`config.mk`:
```
export PLATFORM = sky130hd
export DESIGN_NAME = dual_adpcm_block_decoder_core_flat
export DESIGN_NICKNAME = d
export VERILOG_FILES = /design/src/hw/rtl/dadpcm_pkg.sv /design/src/hw/rtl/dadpcm_if.sv /design/src/hw/rtl/dadpcm_core.sv /design/src/hw/rtl/dadpcm_peak.sv /design/src/hw/rtl/dadpcm_fifo.sv /design/src/hw/rtl/dual_adpcm_block_decoder_core.sv /design/src/flat_wrapper.sv
export SDC_FILE = /design/constraint.sdc
export NUM_CORES = 2
export LEC_CHECK = 0
export CORE_UTILIZATION = 30
export CTS_CLUSTER_SIZE = 10
export DETAILED_ROUTE_END_ITERATION = 7
export DONT_BUFFER_PORTS = 1
export GPL_ROUTABILITY_DRIVEN = 0
export HOLD_SLACK_MARGIN = 0.08
export PLACE_DENSITY = 0.55
export RECOVER_POWER = 25
export SLEW_MARGIN = 0
export SYNTH_ARGS = -nofsm -noshare
export SYNTH_HDL_FRONTEND = slang
export SYNTH_HIERARCHICAL = 1
export SYNTH_SLANG_ARGS = --single-unit
```
`constraint.sdc`:
```
create_clock -name clk -period 38.2 [get_ports clk]
set_input_delay 5.73 -clock clk [delete_from_list [all_inputs] [get_ports clk]]
set_output_delay 5.73 -clock clk [all_outputs]
set_load 0.005 [all_outputs]
```
`src/hw/rtl/dadpcm_pkg.sv`:
```
`timescale 1ns / 1ps
`default_nettype none

package dadpcm_pkg;

  localparam int PEAK_SLOTS_DEF   = 6;
  localparam int RES_FIFO_DEPTH   = 4;
  localparam int SPB_RESET        = 1024;
  localparam int MS_DELTA_RESET   = 16;
  localparam int MS_DELTA_FLOOR   = 16;
  localparam int STEP_INDEX_MAX   = 88;
  localparam int PRED_INDEX_LIMIT = 7;
  localparam int MIN_BLOCK_LEN    = 2;

  typedef enum logic [1:0] {
    OP_PEAK  = 2'd0,
    OP_START = 2'd1,
    OP_CODE  = 2'd2
  } op_t;

  typedef struct packed {
    logic [1:0]         opcode;
    logic [7:0]         code_byte;
    logic signed [15:0] first_sample;
    logic signed [15:0] second_sample;
    logic signed [15:0] initial_delta;
    logic [7:0]         predictor_index;
    logic [7:0]         initial_step_index;
    logic [2:0]         slot;
    logic [15:0]        peak_position;
    logic signed [15:0] peak_revision;
  } in_item_t;

  typedef struct packed {
    logic signed [15:0] sample;
    logic [15:0]        sample_number;
    logic               last;
    logic               error;
  } res_t;

  // Up to two results produced by one request, before peak correction.
  typedef struct packed {
    logic [1:0] cnt;
    logic       peak_en;
    res_t       r0;
    res_t       r1;
  } res_pair_t;

  typedef struct packed {
    logic               en;
    logic [2:0]         slot;
    logic [15:0]        pos;
    logic signed [15:0] rev;
  } peak_wr_t;

  function automatic logic [9:0] adapt_lut(input logic [3:0] code);
    logic [9:0] v;
    unique case (code)
      4'd0, 4'd1, 4'd2, 4'd3: v = 10'd230;
      4'd4:                   v = 10'd307;
      4'd5:                   v = 10'd409;
      4'd6:                   v = 10'd512;
      4'd7:                   v = 10'd614;
      4'd8:                   v = 10'd768;
      4'd9:                   v = 10'd614;
      4'd10:                  v = 10'd512;
      4'd11:                  v = 10'd409;
      4'd12:                  v = 10'd307;
      default:                v = 10'd230;
    endcase
    return v;
  endfunction

  function automatic logic signed [11:0] coef_a_lut(input logic [2:0] sel);
    logic signed [11:0] v;
    unique case (sel)
      3'd1:    v = 12'sd512;
      3'd2:    v = 12'sd0;
      3'd3:    v = 12'sd192;
      3'd4:    v = 12'sd240;
      3'd5:    v = 12'sd460;
      3'd6:    v = 12'sd392;
      default: v = 12'sd256;
    endcase
    return v;
  endfunction

  function automatic logic signed [11:0] coef_b_lut(input logic [2:0] sel);
    logic signed [11:0] v;
    unique case (sel)
      3'd1:    v = -12'sd256;
      3'd3:    v = 12'sd64;
      3'd5:    v = -12'sd208;
      3'd6:    v = -12'sd232;
      default: v = 12'sd0;
    endcase
    return v;
  endfunction

  function automatic logic signed [4:0] step_adj_lut(input logic [2:0] code);
    logic signed [4:0] v;
    unique case (code)
      3'd4:    v = 5'sd2;
      3'd5:    v = 5'sd4;
      3'd6:    v = 5'sd6;
      3'd7:    v = 5'sd8;
      default: v = -5'sd1;
    endcase
    return v;
  endfunction

  function automatic logic [14:0] step_lut(input logic [6:0] idx);
    logic [14:0] v;
    unique case (idx)
      7'd0:  v = 15'd7;     7'd1:  v = 15'd8;     7'd2:  v = 15'd9;
      7'd3:  v = 15'd10;    7'd4:  v = 15'd11;    7'd5:  v = 15'd12;
      7'd6:  v = 15'd13;    7'd7:  v = 15'd14;    7'd8:  v = 15'd16;
      7'd9:  v = 15'd17;    7'd10: v = 15'd19;    7'd11: v = 15'd21;
      7'd12: v = 15'd23;    7'd13: v = 15'd25;    7'd14: v = 15'd28;
      7'd15: v = 15'd31;    7'd16: v = 15'd34;    7'd17: v = 15'd37;
      7'd18: v = 15'd41;    7'd19: v = 15'd45;    7'd20: v = 15'd50;
      7'd21: v = 15'd55;    7'd22: v = 15'd60;    7'd23: v = 15'd66;
      7'd24: v = 15'd73;    7'd25: v = 15'd80;    7'd26: v = 15'd88;
      7'd27: v = 15'd97;    7'd28: v = 15'd107;   7'd29: v = 15'd118;
      7'd30: v = 15'd130;   7'd31: v = 15'd143;   7'd32: v = 15'd157;
      7'd33: v = 15'd173;   7'd34: v = 15'd190;   7'd35: v = 15'd209;
      7'd36: v = 15'd230;   7'd37: v = 15'd253;   7'd38: v = 15'd279;
      7'd39: v = 15'd307;   7'd40: v = 15'd337;   7'd41: v = 15'd371;
      7'd42: v = 15'd408;   7'd43: v = 15'd449;   7'd44: v = 15'd494;
      7'd45: v = 15'd544;   7'd46: v = 15'd598;   7'd47: v = 15'd658;
      7'd48: v = 15'd724;   7'd49: v = 15'd796;   7'd50: v = 15'd876;
      7'd51: v = 15'd963;   7'd52: v = 15'd1060;  7'd53: v = 15'd1166;
      7'd54: v = 15'd1282;  7'd55: v = 15'd1411;  7'd56: v = 15'd1552;
      7'd57: v = 15'd1707;  7'd58: v = 15'd1878;  7'd59: v = 15'd2066;
      7'd60: v = 15'd2272;  7'd61: v = 15'd2499;  7'd62: v = 15'd2749;
      7'd63: v = 15'd3024;  7'd64: v = 15'd3327;  7'd65: v = 15'd3660;
      7'd66: v = 15'd4026;  7'd67: v = 15'd4428;  7'd68: v = 15'd4871;
      7'd69: v = 15'd5358;  7'd70: v = 15'd5894;  7'd71: v = 15'd6484;
      7'd72: v = 15'd7132;  7'd73: v = 15'd7845;  7'd74: v = 15'd8630;
      7'd75: v = 15'd9493;  7'd76: v = 15'd10442; 7'd77: v = 15'd11487;
      7'd78: v = 15'd12635; 7'd79: v = 15'd13899; 7'd80: v = 15'd15289;
      7'd81: v = 15'd16818; 7'd82: v = 15'd18500; 7'd83: v = 15'd20350;
      7'd84: v = 15'd22385; 7'd85: v = 15'd24623; 7'd86: v = 15'd27086;
      7'd87: v = 15'd29794;
      default: v = 15'd32767;
    endcase
    return v;
  endfunction

  function automatic logic signed [15:0] sat16(input logic signed [39:0] v);
    logic signed [15:0] r;
    if (v > 40'sd32767) begin
      r = 16'sh7fff;
    end else if (v < -40'sd32768) begin
      r = 16'sh8000;
    end else begin
      r = v[15:0];
    end
    return r;
  endfunction

endpackage

`default_nettype wire

```
`src/hw/rtl/dadpcm_if.sv`:
```
`timescale 1ns / 1ps
`default_nettype none

interface dadpcm_in_if;
  logic               valid;
  logic               ready;
  logic [1:0]         opcode;
  logic [7:0]         code_byte;
  logic signed [15:0] first_sample;
  logic signed [15:0] second_sample;
  logic signed [15:0] initial_delta;
  logic [7:0]         predictor_index;
  logic [7:0]         initial_step_index;
  logic [2:0]         slot;
  logic [15:0]        peak_position;
  logic signed [15:0] peak_revision;

  modport source (
    output valid, opcode, code_byte, first_sample, second_sample, initial_delta,
           predictor_index, initial_step_index, slot, peak_position, peak_revision,
    input  ready
  );
  modport sink (
    input  valid, opcode, code_byte, first_sample, second_sample, initial_delta,
           predictor_index, initial_step_index, slot, peak_position, peak_revision,
    output ready
  );
endinterface

interface dadpcm_out_if;
  logic               valid;
  logic               ready;
  logic signed [15:0] sample;
  logic [15:0]        sample_number;
  logic               last;
  logic               error;

  modport source (output valid, sample, sample_number, last, error, input ready);
  modport sink (input valid, sample, sample_number, last, error, output ready);
endinterface

interface dadpcm_cfg_if;
  logic        valid;
  logic        ready;
  logic [15:0] data;

  modport source (output valid, data, input ready);
  modport sink (input valid, data, output ready);
endinterface

`default_nettype wire

```
`src/hw/rtl/dadpcm_core.sv`:
```
`timescale 1ns / 1ps
`default_nettype none

module dadpcm_core
  import dadpcm_pkg::*;
(
  input  wire logic        clk,
  input  wire logic        rst_n,
  input  wire logic        in_fire,
  input  wire in_item_t    in_item,
  input  wire logic        adv,
  input  wire logic [15:0] spb,
  output logic             a_valid,
  output res_pair_t        pair,
  output peak_wr_t         peak_wr
);

  logic               a_valid_r, a_valid_nxt;
  in_item_t           a_item_r;

  logic signed [15:0] hist1_r, hist1_nxt;
  logic signed [15:0] hist2_r, hist2_nxt;
  logic signed [31:0] delta_r, delta_nxt;
  logic [2:0]         coef_r, coef_nxt;
  logic signed [15:0] ima_prev_r, ima_prev_nxt;
  logic [6:0]         ima_idx_r, ima_idx_nxt;
  logic [15:0]        count_r, count_nxt;
  logic               failed_r, failed_nxt;

  // MS ADPCM datapath
  logic [3:0]         lo, hi;
  logic signed [42:0] nd_prod, nd_sh;
  logic signed [31:0] nd_clamped;
  logic signed [27:0] pred_sum, predict;
  logic signed [35:0] code_term;
  logic signed [36:0] ms_val;
  logic signed [15:0] ms_s;

  // IMA ADPCM datapath
  logic [14:0]        step;
  logic [16:0]        diff_mag;
  logic signed [17:0] diff_s, ima_sum;
  logic signed [15:0] ima_s;
  logic signed [7:0]  idx_sum;
  logic [6:0]         idx_clamped;

  logic signed [15:0] mix_s;
  logic [16:0]        num_inc, blen;
  logic               code_last, start_last;
  logic [6:0]         start_idx;

  assign lo = a_item_r.code_byte[3:0];
  assign hi = a_item_r.code_byte[7:4];

  assign nd_prod = 43'(signed'({1'b0, adapt_lut(lo)})) * 43'(delta_r);
  assign nd_sh   = nd_prod >>> 8;

  always_comb begin
    if (nd_sh < 43'(MS_DELTA_FLOOR)) begin
      nd_clamped = 32'(MS_DELTA_FLOOR);
    end else if (nd_sh > 43'sd2147483647) begin
      nd_clamped = 32'sh7fffffff;
    end else begin
      nd_clamped = nd_sh[31:0];
    end
  end

  assign pred_sum  = 28'(hist1_r) * 28'(coef_a_lut(coef_r)) +
                     28'(hist2_r) * 28'(coef_b_lut(coef_r));
  assign predict   = pred_sum >>> 8;
  assign code_term = 36'(signed'(lo)) * 36'(delta_r);
  assign ms_val    = 37'(code_term) + 37'(predict);
  assign ms_s      = sat16(40'(ms_val));

  assign step     = step_lut(ima_idx_r);
  assign diff_mag = 17'(step >> 3)
                  + (hi[0] ? 17'(step >> 2) : 17'd0)
                  + (hi[1] ? 17'(step >> 1) : 17'd0)
                  + (hi[2] ? 17'(step) : 17'd0);
  assign diff_s   = hi[3] ? -18'(signed'({1'b0, diff_mag})) : 18'(signed'({1'b0, diff_mag}));
  assign ima_sum  = 18'(ima_prev_r) + diff_s;
  assign ima_s    = sat16(40'(ima_sum));

  assign idx_sum = 8'(signed'({1'b0, ima_idx_r})) + 8'(step_adj_lut(hi[2:0]));
  always_comb begin
    if (idx_sum < 8'sd0) begin
      idx_clamped = 7'd0;
    end else if (idx_sum > 8'(STEP_INDEX_MAX)) begin
      idx_clamped = 7'(STEP_INDEX_MAX);
    end else begin
      idx_clamped = idx_sum[6:0];
    end
  end

  assign mix_s = sat16(40'(17'(ms_s) + 17'(ima_s)));

  // A block is never shorter than its two header samples.
  assign blen       = (spb < 16'(MIN_BLOCK_LEN)) ? 17'(MIN_BLOCK_LEN) : 17'(spb);
  assign num_inc    = 17'(count_r) + 17'd1;
  assign code_last  = num_inc >= blen;
  assign start_last = blen <= 17'(MIN_BLOCK_LEN);
  assign start_idx  = (a_item_r.initial_step_index > 8'(STEP_INDEX_MAX)) ?
                      7'(STEP_INDEX_MAX) : a_item_r.initial_step_index[6:0];

  always_comb begin
    hist1_nxt    = hist1_r;
    hist2_nxt    = hist2_r;
    delta_nxt    = delta_r;
    coef_nxt     = coef_r;
    ima_prev_nxt = ima_prev_r;
    ima_idx_nxt  = ima_idx_r;
    count_nxt    = count_r;
    failed_nxt   = failed_r;
    pair         = '0;
    peak_wr.en   = 1'b0;
    peak_wr.slot = a_item_r.slot;
    peak_wr.pos  = a_item_r.peak_position;
    peak_wr.rev  = a_item_r.peak_revision;
    if (a_valid_r) begin
      unique case (a_item_r.opcode)
        OP_PEAK: begin
          peak_wr.en = 1'b1;
        end
        OP_START: begin
          if (a_item_r.predictor_index >= 8'(PRED_INDEX_LIMIT)) begin
            failed_nxt       = 1'b1;
            pair.cnt         = 2'd1;
            pair.r0.last     = 1'b1;
            pair.r0.error    = 1'b1;
          end else begin
            hist2_nxt    = a_item_r.first_sample;
            hist1_nxt    = a_item_r.second_sample;
            delta_nxt    = 32'(a_item_r.initial_delta);
            coef_nxt     = a_item_r.predictor_index[2:0];
            ima_prev_nxt = '0;
            ima_idx_nxt  = start_idx;
            count_nxt    = 16'd2;
            failed_nxt   = start_last;
            pair.cnt     = 2'd2;
            pair.peak_en = 1'b1;
            pair.r0.sample        = a_item_r.first_sample;
            pair.r0.sample_number = 16'd0;
            pair.r1.sample        = a_item_r.second_sample;
            pair.r1.sample_number = 16'd1;
            pair.r1.last          = start_last;
          end
        end
        OP_CODE: begin
          if (!failed_r) begin
            delta_nxt    = nd_clamped;
            hist2_nxt    = hist1_r;
            hist1_nxt    = ms_s;
            ima_prev_nxt = ima_s;
            ima_idx_nxt  = idx_clamped;
            count_nxt    = num_inc[15:0];
            if (code_last) begin
              failed_nxt = 1'b1;
            end
            pair.cnt              = 2'd1;
            pair.peak_en          = 1'b1;
            pair.r0.sample        = mix_s;
            pair.r0.sample_number = count_r;
            pair.r0.last          = code_last;
          end
        end
        default: begin
        end
      endcase
    end
    if (!adv) begin
      pair.cnt   = 2'd0;
      peak_wr.en = 1'b0;
    end
  end

  always_comb begin
    if (in_fire) begin
      a_valid_nxt = 1'b1;
    end else if (adv) begin
      a_valid_nxt = 1'b0;
    end else begin
      a_valid_nxt = a_valid_r;
    end
  end

  assign a_valid = a_valid_r;

  always_ff @(posedge clk) begin
    if (!rst_n) begin
      a_valid_r  <= 1'b0;
      hist1_r    <= '0;
      hist2_r    <= '0;
      delta_r    <= 32'(MS_DELTA_RESET);
      coef_r     <= '0;
      ima_prev_r <= '0;
      ima_idx_r  <= '0;
      count_r    <= '0;
      failed_r   <= 1'b1;
    end else begin
      a_valid_r <= a_valid_nxt;
      if (adv) begin
        hist1_r    <= hist1_nxt;
        hist2_r    <= hist2_nxt;
        delta_r    <= delta_nxt;
        coef_r     <= coef_nxt;
        ima_prev_r <= ima_prev_nxt;
        ima_idx_r  <= ima_idx_nxt;
        count_r    <= count_nxt;
        failed_r   <= failed_nxt;
      end
    end
  end

  always_ff @(posedge clk) begin
    if (in_fire) begin
      a_item_r <= in_item;
    end
  end

endmodule

`default_nettype wire

```
`src/hw/rtl/dadpcm_peak.sv`:
```
`timescale 1ns / 1ps
`default_nettype none

module dadpcm_peak
  import dadpcm_pkg::*;
#(
  parameter int PEAK_SLOTS = PEAK_SLOTS_DEF
) (
  input  wire logic      clk,
  input  wire logic      rst_n,
  input  wire logic      adv,
  input  wire res_pair_t pair_in,
  input  wire peak_wr_t  peak_wr,
  output res_pair_t      push
);

  logic [15:0]        pos_r [PEAK_SLOTS];
  logic signed [15:0] rev_r [PEAK_SLOTS];
  res_pair_t          b_r;
  logic [1:0]         b_cnt_r;
  logic signed [15:0] s0, s1;

  // A peak load written at the edge where the older item leaves this stage
  // is seen only by later items.
  always_ff @(posedge clk) begin
    if (!rst_n) begin
      for (int i = 0; i < PEAK_SLOTS; i++) begin
        pos_r[i] <= '0;
        rev_r[i] <= '0;
      end
    end else if (peak_wr.en) begin
      for (int i = 0; i < PEAK_SLOTS; i++) begin
        if (int'(peak_wr.slot) == i) begin
          pos_r[i] <= peak_wr.pos;
          rev_r[i] <= peak_wr.rev;
        end
      end
    end
  end

  always_ff @(posedge clk) begin
    if (!rst_n) begin
      b_cnt_r <= '0;
    end else if (adv) begin
      b_cnt_r <= pair_in.cnt;
    end
  end

  always_ff @(posedge clk) begin
    if (adv) begin
      b_r <= pair_in;
    end
  end

  // Matching revisions are subtracted in slot order, saturating each time.
  always_comb begin
    s0 = b_r.r0.sample;
    s1 = b_r.r1.sample;
    if (b_r.peak_en) begin
      for (int i = 0; i < PEAK_SLOTS; i++) begin
        if (rev_r[i] != 16'sd0 && pos_r[i] == b_r.r0.sample_number) begin
          s0 = sat16(40'(s0) - 40'(rev_r[i]));
        end
        if (rev_r[i] != 16'sd0 && pos_r[i] == b_r.r1.sample_number) begin
          s1 = sat16(40'(s1) - 40'(rev_r[i]));
        end
      end
    end
  end

  always_comb begin
    push           = b_r;
    push.cnt       = adv ? b_cnt_r : 2'd0;
    push.r0.sample = s0;
    push.r1.sample = s1;
  end

endmodule

`default_nettype wire

```
`src/hw/rtl/dadpcm_fifo.sv`:
```
`timescale 1ns / 1ps
`default_nettype none

module dadpcm_fifo
  import dadpcm_pkg::*;
(
  input  wire logic      clk,
  input  wire logic      rst_n,
  input  wire res_pair_t push,
  input  wire logic      pop,
  output logic           room,
  output logic           out_valid,
  output res_t           out_res
);

  localparam int PtrW = $clog2(RES_FIFO_DEPTH);
  localparam int CntW = $clog2(RES_FIFO_DEPTH + 1);

  res_t            mem [RES_FIFO_DEPTH];
  logic [PtrW-1:0] wr_ptr_r, wr_ptr_nxt;
  logic [PtrW-1:0] rd_ptr_r, rd_ptr_nxt;
  logic [CntW-1:0] count_r, count_nxt;
  logic            do_pop;

  assign do_pop    = pop && (count_r != '0);
  assign out_valid = count_r != '0;
  assign out_res   = mem[rd_ptr_r];
  // Two free entries cover the largest request's results.
  assign room      = count_r <= CntW'(RES_FIFO_DEPTH - 2);

  always_comb begin
    wr_ptr_nxt = wr_ptr_r + PtrW'(push.cnt);
    rd_ptr_nxt = rd_ptr_r + (do_pop ? PtrW'(1) : PtrW'(0));
    count_nxt  = count_r + CntW'(push.cnt) - (do_pop ? CntW'(1) : CntW'(0));
  end

  always_ff @(posedge clk) begin
    if (!rst_n) begin
      wr_ptr_r <= '0;
      rd_ptr_r <= '0;
      count_r  <= '0;
    end else begin
      wr_ptr_r <= wr_ptr_nxt;
      rd_ptr_r <= rd_ptr_nxt;
      count_r  <= count_nxt;
    end
  end

  always_ff @(posedge clk) begin
    if (push.cnt != 2'd0) begin
      mem[wr_ptr_r] <= push.r0;
    end
    if (push.cnt == 2'd2) begin
      mem[wr_ptr_r + PtrW'(1)] <= push.r1;
    end
  end

endmodule

`default_nettype wire

```
`src/hw/rtl/dual_adpcm_block_decoder_core.sv`:
```
`timescale 1ns / 1ps
`default_nettype none

// Channel   Dir  Handshake          Payload
// in_port   in   valid / ready      opcode, code byte, block header, peak load
// out_port  out  valid / ready      sample, sample_number, last, error
// cfg_port  in   valid / ready      samples_per_block (16 bits)
//
// One request is accepted per cycle while the result buffer has room;
// a valid block start yields two results, a rejected one an error
// result, the others one or none. Results pass the input register, the
// decode register and the result buffer. A four-entry result buffer
// lets the decoder run on while out_port stalls; in_port drops ready
// while the input register holds a request and fewer than two entries
// are free. Reset (rst_n low, synchronous) leaves no block active.

module dual_adpcm_block_decoder_core
  import dadpcm_pkg::*;
#(
  parameter int PEAK_SLOTS = PEAK_SLOTS_DEF
) (
  input  wire logic    clk,
  input  wire logic    rst_n,
  dadpcm_in_if.sink    in_port,
  dadpcm_out_if.source out_port,
  dadpcm_cfg_if.sink   cfg_port
);

  logic [15:0] spb_r;
  logic        adv;
  logic        a_valid;
  logic        in_fire;
  in_item_t    in_item;
  res_pair_t   pair;
  res_pair_t   push;
  peak_wr_t    peak_wr;
  res_t        out_res;

  assign cfg_port.ready = 1'b1;

  always_ff @(posedge clk) begin
    if (!rst_n) begin
      spb_r <= 16'(SPB_RESET);
    end else if (cfg_port.valid) begin
      spb_r <= cfg_port.data;
    end
  end

  assign in_port.ready = !a_valid || adv;
  assign in_fire       = in_port.valid && in_port.ready;

  always_comb begin
    in_item.opcode             = in_port.opcode;
    in_item.code_byte          = in_port.code_byte;
    in_item.first_sample       = in_port.first_sample;
    in_item.second_sample      = in_port.second_sample;
    in_item.initial_delta      = in_port.initial_delta;
    in_item.predictor_index    = in_port.predictor_index;
    in_item.initial_step_index = in_port.initial_step_index;
    in_item.slot               = in_port.slot;
    in_item.peak_position      = in_port.peak_position;
    in_item.peak_revision      = in_port.peak_revision;
  end

  dadpcm_core u_core (
    .clk     (clk),
    .rst_n   (rst_n),
    .in_fire (in_fire),
    .in_item (in_item),
    .adv     (adv),
    .spb     (spb_r),
    .a_valid (a_valid),
    .pair    (pair),
    .peak_wr (peak_wr)
  );

  dadpcm_peak #(
    .PEAK_SLOTS (PEAK_SLOTS)
  ) u_peak (
    .clk     (clk),
    .rst_n   (rst_n),
    .adv     (adv),
    .pair_in (pair),
    .peak_wr (peak_wr),
    .push    (push)
  );

  dadpcm_fifo u_fifo (
    .clk       (clk),
    .rst_n     (rst_n),
    .push      (push),
    .pop       (out_port.ready),
    .room      (adv),
    .out_valid (out_port.valid),
    .out_res   (out_res)
  );

  assign out_port.sample        = out_res.sample;
  assign out_port.sample_number = out_res.sample_number;
  assign out_port.last          = out_res.last;
  assign out_port.error         = out_res.error;

endmodule

`default_nettype wire
```
`src/flat_wrapper.sv`:
```
// flat-port wrapper written by rule: the top's interface ports become plain ports
module dual_adpcm_block_decoder_core_flat import dadpcm_pkg::*;
#(
  parameter int PEAK_SLOTS = PEAK_SLOTS_DEF
)
  (clk, rst_n, in_port_valid, in_port_opcode, in_port_code_byte, in_port_first_sample, in_port_second_sample, in_port_initial_delta, in_port_predictor_index, in_port_initial_step_index, in_port_slot, in_port_peak_position, in_port_peak_revision, in_port_ready, out_port_valid, out_port_sample, out_port_sample_number, out_port_last, out_port_error, out_port_ready, cfg_port_valid, cfg_port_data, cfg_port_ready);
  dadpcm_in_if in_port_i ();
  dadpcm_out_if out_port_i ();
  dadpcm_cfg_if cfg_port_i ();
  input  wire logic clk;
  input  wire logic rst_n;
  input wire logic [$bits(in_port_i.valid)-1:0] in_port_valid;
  input wire logic [$bits(in_port_i.opcode)-1:0] in_port_opcode;
  input wire logic [$bits(in_port_i.code_byte)-1:0] in_port_code_byte;
  input wire logic [$bits(in_port_i.first_sample)-1:0] in_port_first_sample;
  input wire logic [$bits(in_port_i.second_sample)-1:0] in_port_second_sample;
  input wire logic [$bits(in_port_i.initial_delta)-1:0] in_port_initial_delta;
  input wire logic [$bits(in_port_i.predictor_index)-1:0] in_port_predictor_index;
  input wire logic [$bits(in_port_i.initial_step_index)-1:0] in_port_initial_step_index;
  input wire logic [$bits(in_port_i.slot)-1:0] in_port_slot;
  input wire logic [$bits(in_port_i.peak_position)-1:0] in_port_peak_position;
  input wire logic [$bits(in_port_i.peak_revision)-1:0] in_port_peak_revision;
  output wire logic [$bits(in_port_i.ready)-1:0] in_port_ready;
  output wire logic [$bits(out_port_i.valid)-1:0] out_port_valid;
  output wire logic [$bits(out_port_i.sample)-1:0] out_port_sample;
  output wire logic [$bits(out_port_i.sample_number)-1:0] out_port_sample_number;
  output wire logic [$bits(out_port_i.last)-1:0] out_port_last;
  output wire logic [$bits(out_port_i.error)-1:0] out_port_error;
  input wire logic [$bits(out_port_i.ready)-1:0] out_port_ready;
  input wire logic [$bits(cfg_port_i.valid)-1:0] cfg_port_valid;
  input wire logic [$bits(cfg_port_i.data)-1:0] cfg_port_data;
  output wire logic [$bits(cfg_port_i.ready)-1:0] cfg_port_ready;
  assign in_port_i.valid = in_port_valid;
  assign in_port_i.opcode = in_port_opcode;
  assign in_port_i.code_byte = in_port_code_byte;
  assign in_port_i.first_sample = in_port_first_sample;
  assign in_port_i.second_sample = in_port_second_sample;
  assign in_port_i.initial_delta = in_port_initial_delta;
  assign in_port_i.predictor_index = in_port_predictor_index;
  assign in_port_i.initial_step_index = in_port_initial_step_index;
  assign in_port_i.slot = in_port_slot;
  assign in_port_i.peak_position = in_port_peak_position;
  assign in_port_i.peak_revision = in_port_peak_revision;
  assign in_port_ready = in_port_i.ready;
  assign out_port_valid = out_port_i.valid;
  assign out_port_sample = out_port_i.sample;
  assign out_port_sample_number = out_port_i.sample_number;
  assign out_port_last = out_port_i.last;
  assign out_port_error = out_port_i.error;
  assign out_port_i.ready = out_port_ready;
  assign cfg_port_i.valid = cfg_port_valid;
  assign cfg_port_i.data = cfg_port_data;
  assign cfg_port_ready = cfg_port_i.ready;
  dual_adpcm_block_decoder_core #(.PEAK_SLOTS(PEAK_SLOTS)) u_core (.clk(clk), .rst_n(rst_n), .in_port(in_port_i), .out_port(out_port_i), .cfg_port(cfg_port_i));
endmodule
```
## After elaboration in Yosys (flattened, before gate mapping)

Memory sizes are Yosys's and may differ from the RTL's. A register that Yosys moved wholly into a read port is not among the register bits.
Cells that the tools add are included.

| storage, ports and cells | value |
|---|---|
| flip-flop bits (word level) | 310 |
| memory bits (writable) | 328 |
| ROM bits | 2080 |
| bits of input ports | 130 |
| output and inout port bits | 37 |
| word-level logic and storage cells | 338 |
| memories | 5 |

Memory list:

| name | words | bits a word | read ports | clocked after Yosys merged registers in | write ports | line | RTL |
|---|---|---|---|---|---|---|---|
| (no name shown) | 128 | 15 | 1 | 1 | 0 | dadpcm_pkg.sv:114 | `unique case (idx)` |
| (no name shown) | 16 | 10 | 1 | 1 | 0 | dadpcm_pkg.sv:58 | `unique case (code)` |
| u_core.u_fifo.mem | 4 | 34 | 1 | 1 | 2 | dadpcm_fifo.sv:19 | `res_t mem [RES_FIFO_DEPTH];` |
| u_core.u_peak.pos_r | 6 | 16 | 6 | 0 | 6 | dadpcm_peak.sv:17 | `logic [15:0] pos_r [PEAK_SLOTS];` |
| u_core.u_peak.rev_r | 6 | 16 | 6 | 0 | 6 | dadpcm_peak.sv:18 | `logic signed [15:0] rev_r [PEAK_SLOTS];` |

| operators by class | value |
|---|---|
| add/sub/neg operators | 27 |
| multipliers | 4 |
| order comparisons | 40 |
| equality and inequality tests | 32 |
| mux-type cells | 150 |
| bitwise logic cells | 15 |
| reduce and logical (&&, ||, !) cells | 33 |

Operators by type and width:

| operator | number |
|---|---|
| $mux W16 | 75 |
| $gt A17 B16 Y1 const B | 13 |
| $lt A17 B16 Y1 const B | 13 |
| $sub A16 B16 Y17 | 12 |
| $eq A16 B16 Y1 | 12 |
| $mux W32 | 4 |
| $pmux W16 S2 | 4 |
| $reduce_bool A16 Y1 | 6 |
| $pmux W36 S2 | 1 |
| $mux W70 | 1 |
| $mux W33 | 2 |
| $pmux W32 S2 | 1 |
| $pmux W10 S6 | 1 |
| $mux W7 | 7 |
| $pmux W12 S4 | 1 |
| $mul A11 B32 Y43 | 1 |
| $mux W1 | 39 |
| $add A36 B20 Y37 | 1 |
| $gt A37 B16 Y1 const B | 1 |
| $lt A37 B16 Y1 const B | 1 |
| $mul A4 B32 Y36 | 1 |
| $gt A35 B32 Y1 const B | 1 |
| $lt A35 B6 Y1 const B | 1 |
| $mux W35 | 1 |
| other kinds (56) | 101 |

## Logic depth before layout (Yosys ltp)

An unclocked memory read counts as a cell.

| depth | value |
|---|---|
| depth after elaboration | 37 |
| depth in mapped cells | 73 |
| gate-level depth less buffers | 68 |

## Cells and area by module

The synthesis kept the hierarchy.

Modules (own cells, without submodules):

| module | instances | cells each | area each (um^2) | sequential area each (um^2) |
|---|---|---|---|---|
| dadpcm_core | 1 | 4777 | 41976.5 | 5875.6 |
| dadpcm_peak | 1 | 3053 | 26705.6 | 7877.6 |
| dadpcm_fifo | 1 | 374 | 7011.7 | 4224.1 |
| dual_adpcm_block_decoder_core | 1 | 55 | 636.9 | 320.3 |

## Worst setup path before layout

Ideal clock, no wire load.

| path | value |
|---|---|
| path type | register to register |
| start point | reg u_core.u_core.coef_r[2] |
| end point | reg u_core/u_peak/b_r[61] (netlist bit) (data pin) |
| library setup time | 258 ps |
| arrival | 14632 ps |
| data required time | 37942 ps |
| slack | 23310 ps |
| stages on the path, launching flop included | 62 |
| path buffers | 7 |
| period minus slack after synthesis | 14890 ps |
| cells stage by stage | dfxtp_1 > clkbuf_1 > and3b_1 > clkbuf_1 > or3_1 > clkbuf_1 > clkinv_1 > clkbuf_1 > nor2_1 > fa_1 > fa_1 > fa_1 > fa_1 > fa_1 > fa_1 > inv_1 > fa_1 > inv_1 > [... 26 more ...] > nand4_1 > o31ai_1 > buf_2 > nand2_1 > ha_1 > fa_1 > a21o_1 > a21oi_1 > nand2b_1 > a211o_1 > a21boi_0 > o41a_1 > a21oi_1 > a21oi_1 > and3_1 > clkbuf_1 > o21ai_0 > nand2_1 |

| between the ends | value |
|---|---|
| cells in the longest elaborated chain, start to end | 14 |
| elaborated cells on any way between the ends | 23 |
| those cells by class | add/sub: 3; mul: 2; order compare: 4; eq/ne: 6; mux: 8 |

Ends and longest elaborated chain:

| element | line | RTL |
|---|---|---|
| start, declared | dadpcm_core.sv:24 | `logic [2:0] coef_r, coef_nxt;` |
| start signal, assigned | dadpcm_core.sv:205 | `coef_r <= coef_nxt;` |
| $eq A3 B3 Y1 (tied with other cells) | dadpcm_pkg.sv:76, dadpcm_pkg.sv:90 |  |
| $pmux W10 S6 or $pmux W12 S4 (tied branches) | dadpcm_pkg.sv:76, dadpcm_pkg.sv:90 |  |
| $mul A16 B11 Y27 or $mul A16 B12 Y28 (tied branches) | dadpcm_core.sv:68, dadpcm_core.sv:69 |  |
| $add A27 B28 Y28 (*) | dadpcm_core.sv:68 | `assign pred_sum = 28'(hist1_r) * 28'(coef_a_lut(coef_r)) +` |
| $add A36 B20 Y37 (*) | dadpcm_core.sv:72 | `assign ms_val = 37'(code_term) + 37'(predict);` |
| $lt A37 B16 Y1 | dadpcm_pkg.sv:154 | `end else if (v < -40'sd32768) begin` |
| $mux W16 | dadpcm_pkg.sv:154 |  |
| $mux W16 (*) | dadpcm_pkg.sv:152 | `if (v > 40'sd32767) begin` |
| $add A16 B16 Y17 (*) | dadpcm_core.sv:95 | `assign mix_s = sat16(40'(17'(ms_s) + 17'(ima_s)));` |
| $lt A17 B16 Y1 | dadpcm_pkg.sv:154 |  |
| $mux W16 | dadpcm_pkg.sv:154 |  |
| $mux W16 (*) | dadpcm_pkg.sv:152 |  |
| $mux W35 (*) | dadpcm_core.sv:149 | `if (!failed_r) begin` |
| $pmux W36 S2 (*) | dadpcm_core.sv:120 | `unique case (a_item_r.opcode)` |
| end signal, assigned | dadpcm_peak.sv:51 | `b_r <= pair_in;` |
| end, declared | dadpcm_peak.sv:19 | `res_pair_t b_r;` |

Mark *: on every way between the ends. The rest lies on a longest branch, timed or not.
A chain may end at the register's enable or synchronous reset.

==> summary.md <==
| Metric | Value |
|---|---|
| Status | `complete, but fails checks` |
| Failing checks | `DRC, capacitance limit, slew limit` |
| Fin. Hold Viols | `0` |
| Critical path type | `register to register` |
| Vias per cell | `5.36` |
| Mean Syn Cell Area | `between 9 and 10 sq um` |
| First-pass GRT wire length | `390000 microns` |
| Multi-input combinational cell area | `between 50000 and 60000 sq um` |
| Pre-CTS WS | `about 21 ns` |
| Minimum clock period after layout | `roughly 18 ns` |
| Area occupied by registers | `18300 sq um` |
| Slowest cell on the critical path | `a21boi_0` |
| Initial Util | `30.3%` |
| F_max | `56.4 MHz` |
| Setup bufs post-CTS | `0` |
| Initial antenna violation count | `53` |
| Max VDD drop | `around 44 uV` |
| Io pins | `167` |
| Internal | `around 2.1 mW` |
| Worst EP required | `between 30 and 40 ns` |
| Sw power | `approximately 1.8 mW` |
| Crit. Startpoint | `u_core/u_peak/rev_r[0][0]$_SDFFCE_PN0P_` |
| CTS resizes | `0` |
| Finish-stage setup viols | `0` |
| # clock sinks | `between 600 and 700` |
| Global route total overflow | `0` |
| TritonCTS clock tree | `done` |
| DR pass1 iterations | `8` |
| Max stage delay on crit path | `~0.70 ns` |
| Placeable core region | `between 200000 and 300000 sq um` |
| Hold Buf Count CTS | `0` |
| Wire length per cell | `roughly 23 microns` |
| Startpoint Class | `register` |
| Worst Hold Depth | `1` |
| Aggregate global-route resource usage | `about a fifth` |
| Max clock buf depth | `3` |
| P&R area growth vs syn | `7.44%` |
| End of the worst hold path | `u_core/u_core/ima_prev_r[3]$_SDFFE_PN0P_` |
| Setup ws final | `about 20 ns` |
| # DRC | `14` |
| Clock transition at path regs | `0.06 ns` |
| Via count | `slightly above 60000` |
| Largest net degree at the start of global routing | `80` |
| CTS Buf Count | `86` |
| Die H | `about 510 microns` |
| Clock Power Share | `between 20 and 25%` |
| DPL Wire Length | `211000 microns` |
| Worst hold start | `u_core/u_core/ima_prev_r[3]$_SDFFE_PN0P_` |
| Port bufs | `0` |
| Vias in the first global route | `approximately 60000` |
| Clk_skew | `between 0.03 and 0.04 ns` |
| Final wirelength | `~260000 microns` |
| Part of the power in combinational logic | `between 50% and 60%` |
| R2R depth | `61` |
| Post-Synthesis Cells | `8258` |
| Sw Ratio | `a little under half` |
| Min-delay worst type | `register to register` |
| Worst skew pair latency | `0.74 ns` |
| Root buf cell | `clkbuf_16` |
| # rows | `roughly 180` |
| Ys Warns | `6` |
| Die width | `506 microns` |
| RSZ-0062 raised after global routing | `no` |
| Crit Path Max Fanout | `12` |
| Rel. slew slack | `-139%` |
| Max_cap viols | `9` |
| Htree depth | `3` |
| Layout filler cell count | `26000` |
| WP data arrival | `roughly 18 ns` |
| FF-to-FF End | `u_core/u_fifo/mem[3][31]$_DFFE_PP_` |
| Max Slew Vio Count | `between 300 and 400` |
| Final Total Pwr | `a little under 4 mW` |
| Fraction of layout cells with a size suffix above 1 | `just under 7%` |
| Placed inst area | `~79000 sq um` |
| Initial DRC count | `~6100` |
| Cell area after layout | `roughly 80000 sq um` |
| Mapped cell area | `76300 sq um` |
| Final setup TNS | `0 ns` |
| Hold_ws | `between 0.4 and 0.5 ns` |
| Pwr dens | `47.7 nW/um^2` |
| Internal reg-to-reg setup slack | `slightly above 20 ns` |
| Worst r2r src | `u_core/u_peak/rev_r[0][0]$_SDFFCE_PN0P_` |
| Crit. End Element | `register` |
| Leak pwr | `roughly 36 nW` |
| Final cycle utilization of the critical path | `46.4%` |
| Nets | `roughly 9400` |
| Remaining antenna violation count | `0` |
| Die area | `256000 sq um` |
| Slew @ Worst Pin | `~3.6 ns` |
| Power share of the sequential group | `between 20% and 30%` |
per-stage QoR:
stage,util (%),std cells
2_1_floorplan,-,8274
3_3_place_gp,31.5,11300
3_5_place_dp,31.5,11300
4_1_cts,32.6,11400
5_1_grt,32.5,11500
6_report,32.5,11500
area by class of cell:
cell class	count	share of cell area (%)
Multi-Input combinational cell	6112	63.5
Sequential cell	661	22.3
Tap cell	3348	5.11
Inverter	1057	4.84
Clock buffer	124	2.92
Timing Repair Buffer	115	1.00
Clock inverter	23	0.320
Antenna cell	13	0.0397
routing by layer:
metal	share of wire (%)	global-route usage, %	vias up
met5	0.025	0	-
met3	8.0	3.90	716
li1	-	-	27800
met4	5.8	9.68	10
met1	40	25.1	30200
met2	47	33.4	2671
critical path: cells and delay by family, from the launching register on:
| kind | cells | cell delay (ns) |
|---|---|---|
| compound gates | 33 | 10.25 |
| simple gates | 16 | 3.37 |
| fa+ha+maj | 8 | 2.35 |
| mux | 2 | 0.47 |
| flops | 1 | 0.43 |
| xor+xnor | 1 | 0.41 |
| buf+inv | 1 | 0.11 |
power by group through the flow:
| stage | registers [mW] | clock network [mW] | logic [mW] |
|---|---|---|---|
| 2_1_floorplan | 0.895 | 0 | 1.59 |
| 3_3_place_gp | 0.943 | 0 | 2.10 |
| 3_5_place_dp | 0.944 | 0 | 2.13 |
| 4_1_cts | 0.930 | 0.808 | 2.14 |
| 5_1_grt | 0.937 | 0.832 | 2.36 |
| 6_report | 0.935 | 0.790 | 2.19 |
sequential cells by signal (all words and copies together) (netlist names), 3 cells and up, named ones only:
register                  cells
u_core/u_peak/push           37
u_core/u_core/hist1_r        16
u_core/u_core/a_item_r       74
u_core/u_peak/rev_r          96
u_core/u_core/step           15
u_core/u_fifo/count_r         3
u_core/u_core/delta_r        32
u_core/u_core/coef_r          3
u_core/u_core/ima_prev_r     16
u_core/u_core/hist2_r        16
u_core/u_core/ima_idx_r       7
u_core/u_core/count_r        16
u_core/u_peak/pos_r          96
u_core/u_core/peak_wr        35
u_core/u_fifo/mem           136
u_core/spb_r                 16
u_core/u_peak/b_r            32
placed cells by master (no fill, tap or decap), drive strengths merged, types with 32 or more instances in the layout:
master and count:
nand2 574, nor3 143, ha 588, edfxtp 506, o21ai 398, nand4 47, mux4 34, mux2i 59
and2 563, a211oi 90, nand2b 120, o21a 96, and3 70, xor2 251, clkbuf 135, mux2 147
a21oi 446, o211ai 69, dfxtp 155, nor2 456, fa 655, buf 104, o21bai 32, o31ai 32
nor2b 94, a31oi 64, xnor2 245, nor4 93, nand3 103, or3 34, inv 1056, a21o 122
how the worst max path moves through the flow:
stage	to	slack, ns
finish	u_core/u_fifo/mem[3][31]$_DFFE_PP_	20.48
floorplan	u_core/u_peak/b_r[61]$_DFFE_PP_	23.31
detailed placement	u_core/u_peak/b_r[59]$_DFFE_PP_	20.71
global placement	u_core/u_peak/b_r[52]$_DFFE_PP_	20.89
CTS	u_core/u_peak/b_r[59]$_DFFE_PP_	20.63
global route	u_core/u_peak/b_r[59]$_DFFE_PP_	19.18
Note: power is estimated with default switching activity, not from simulation.
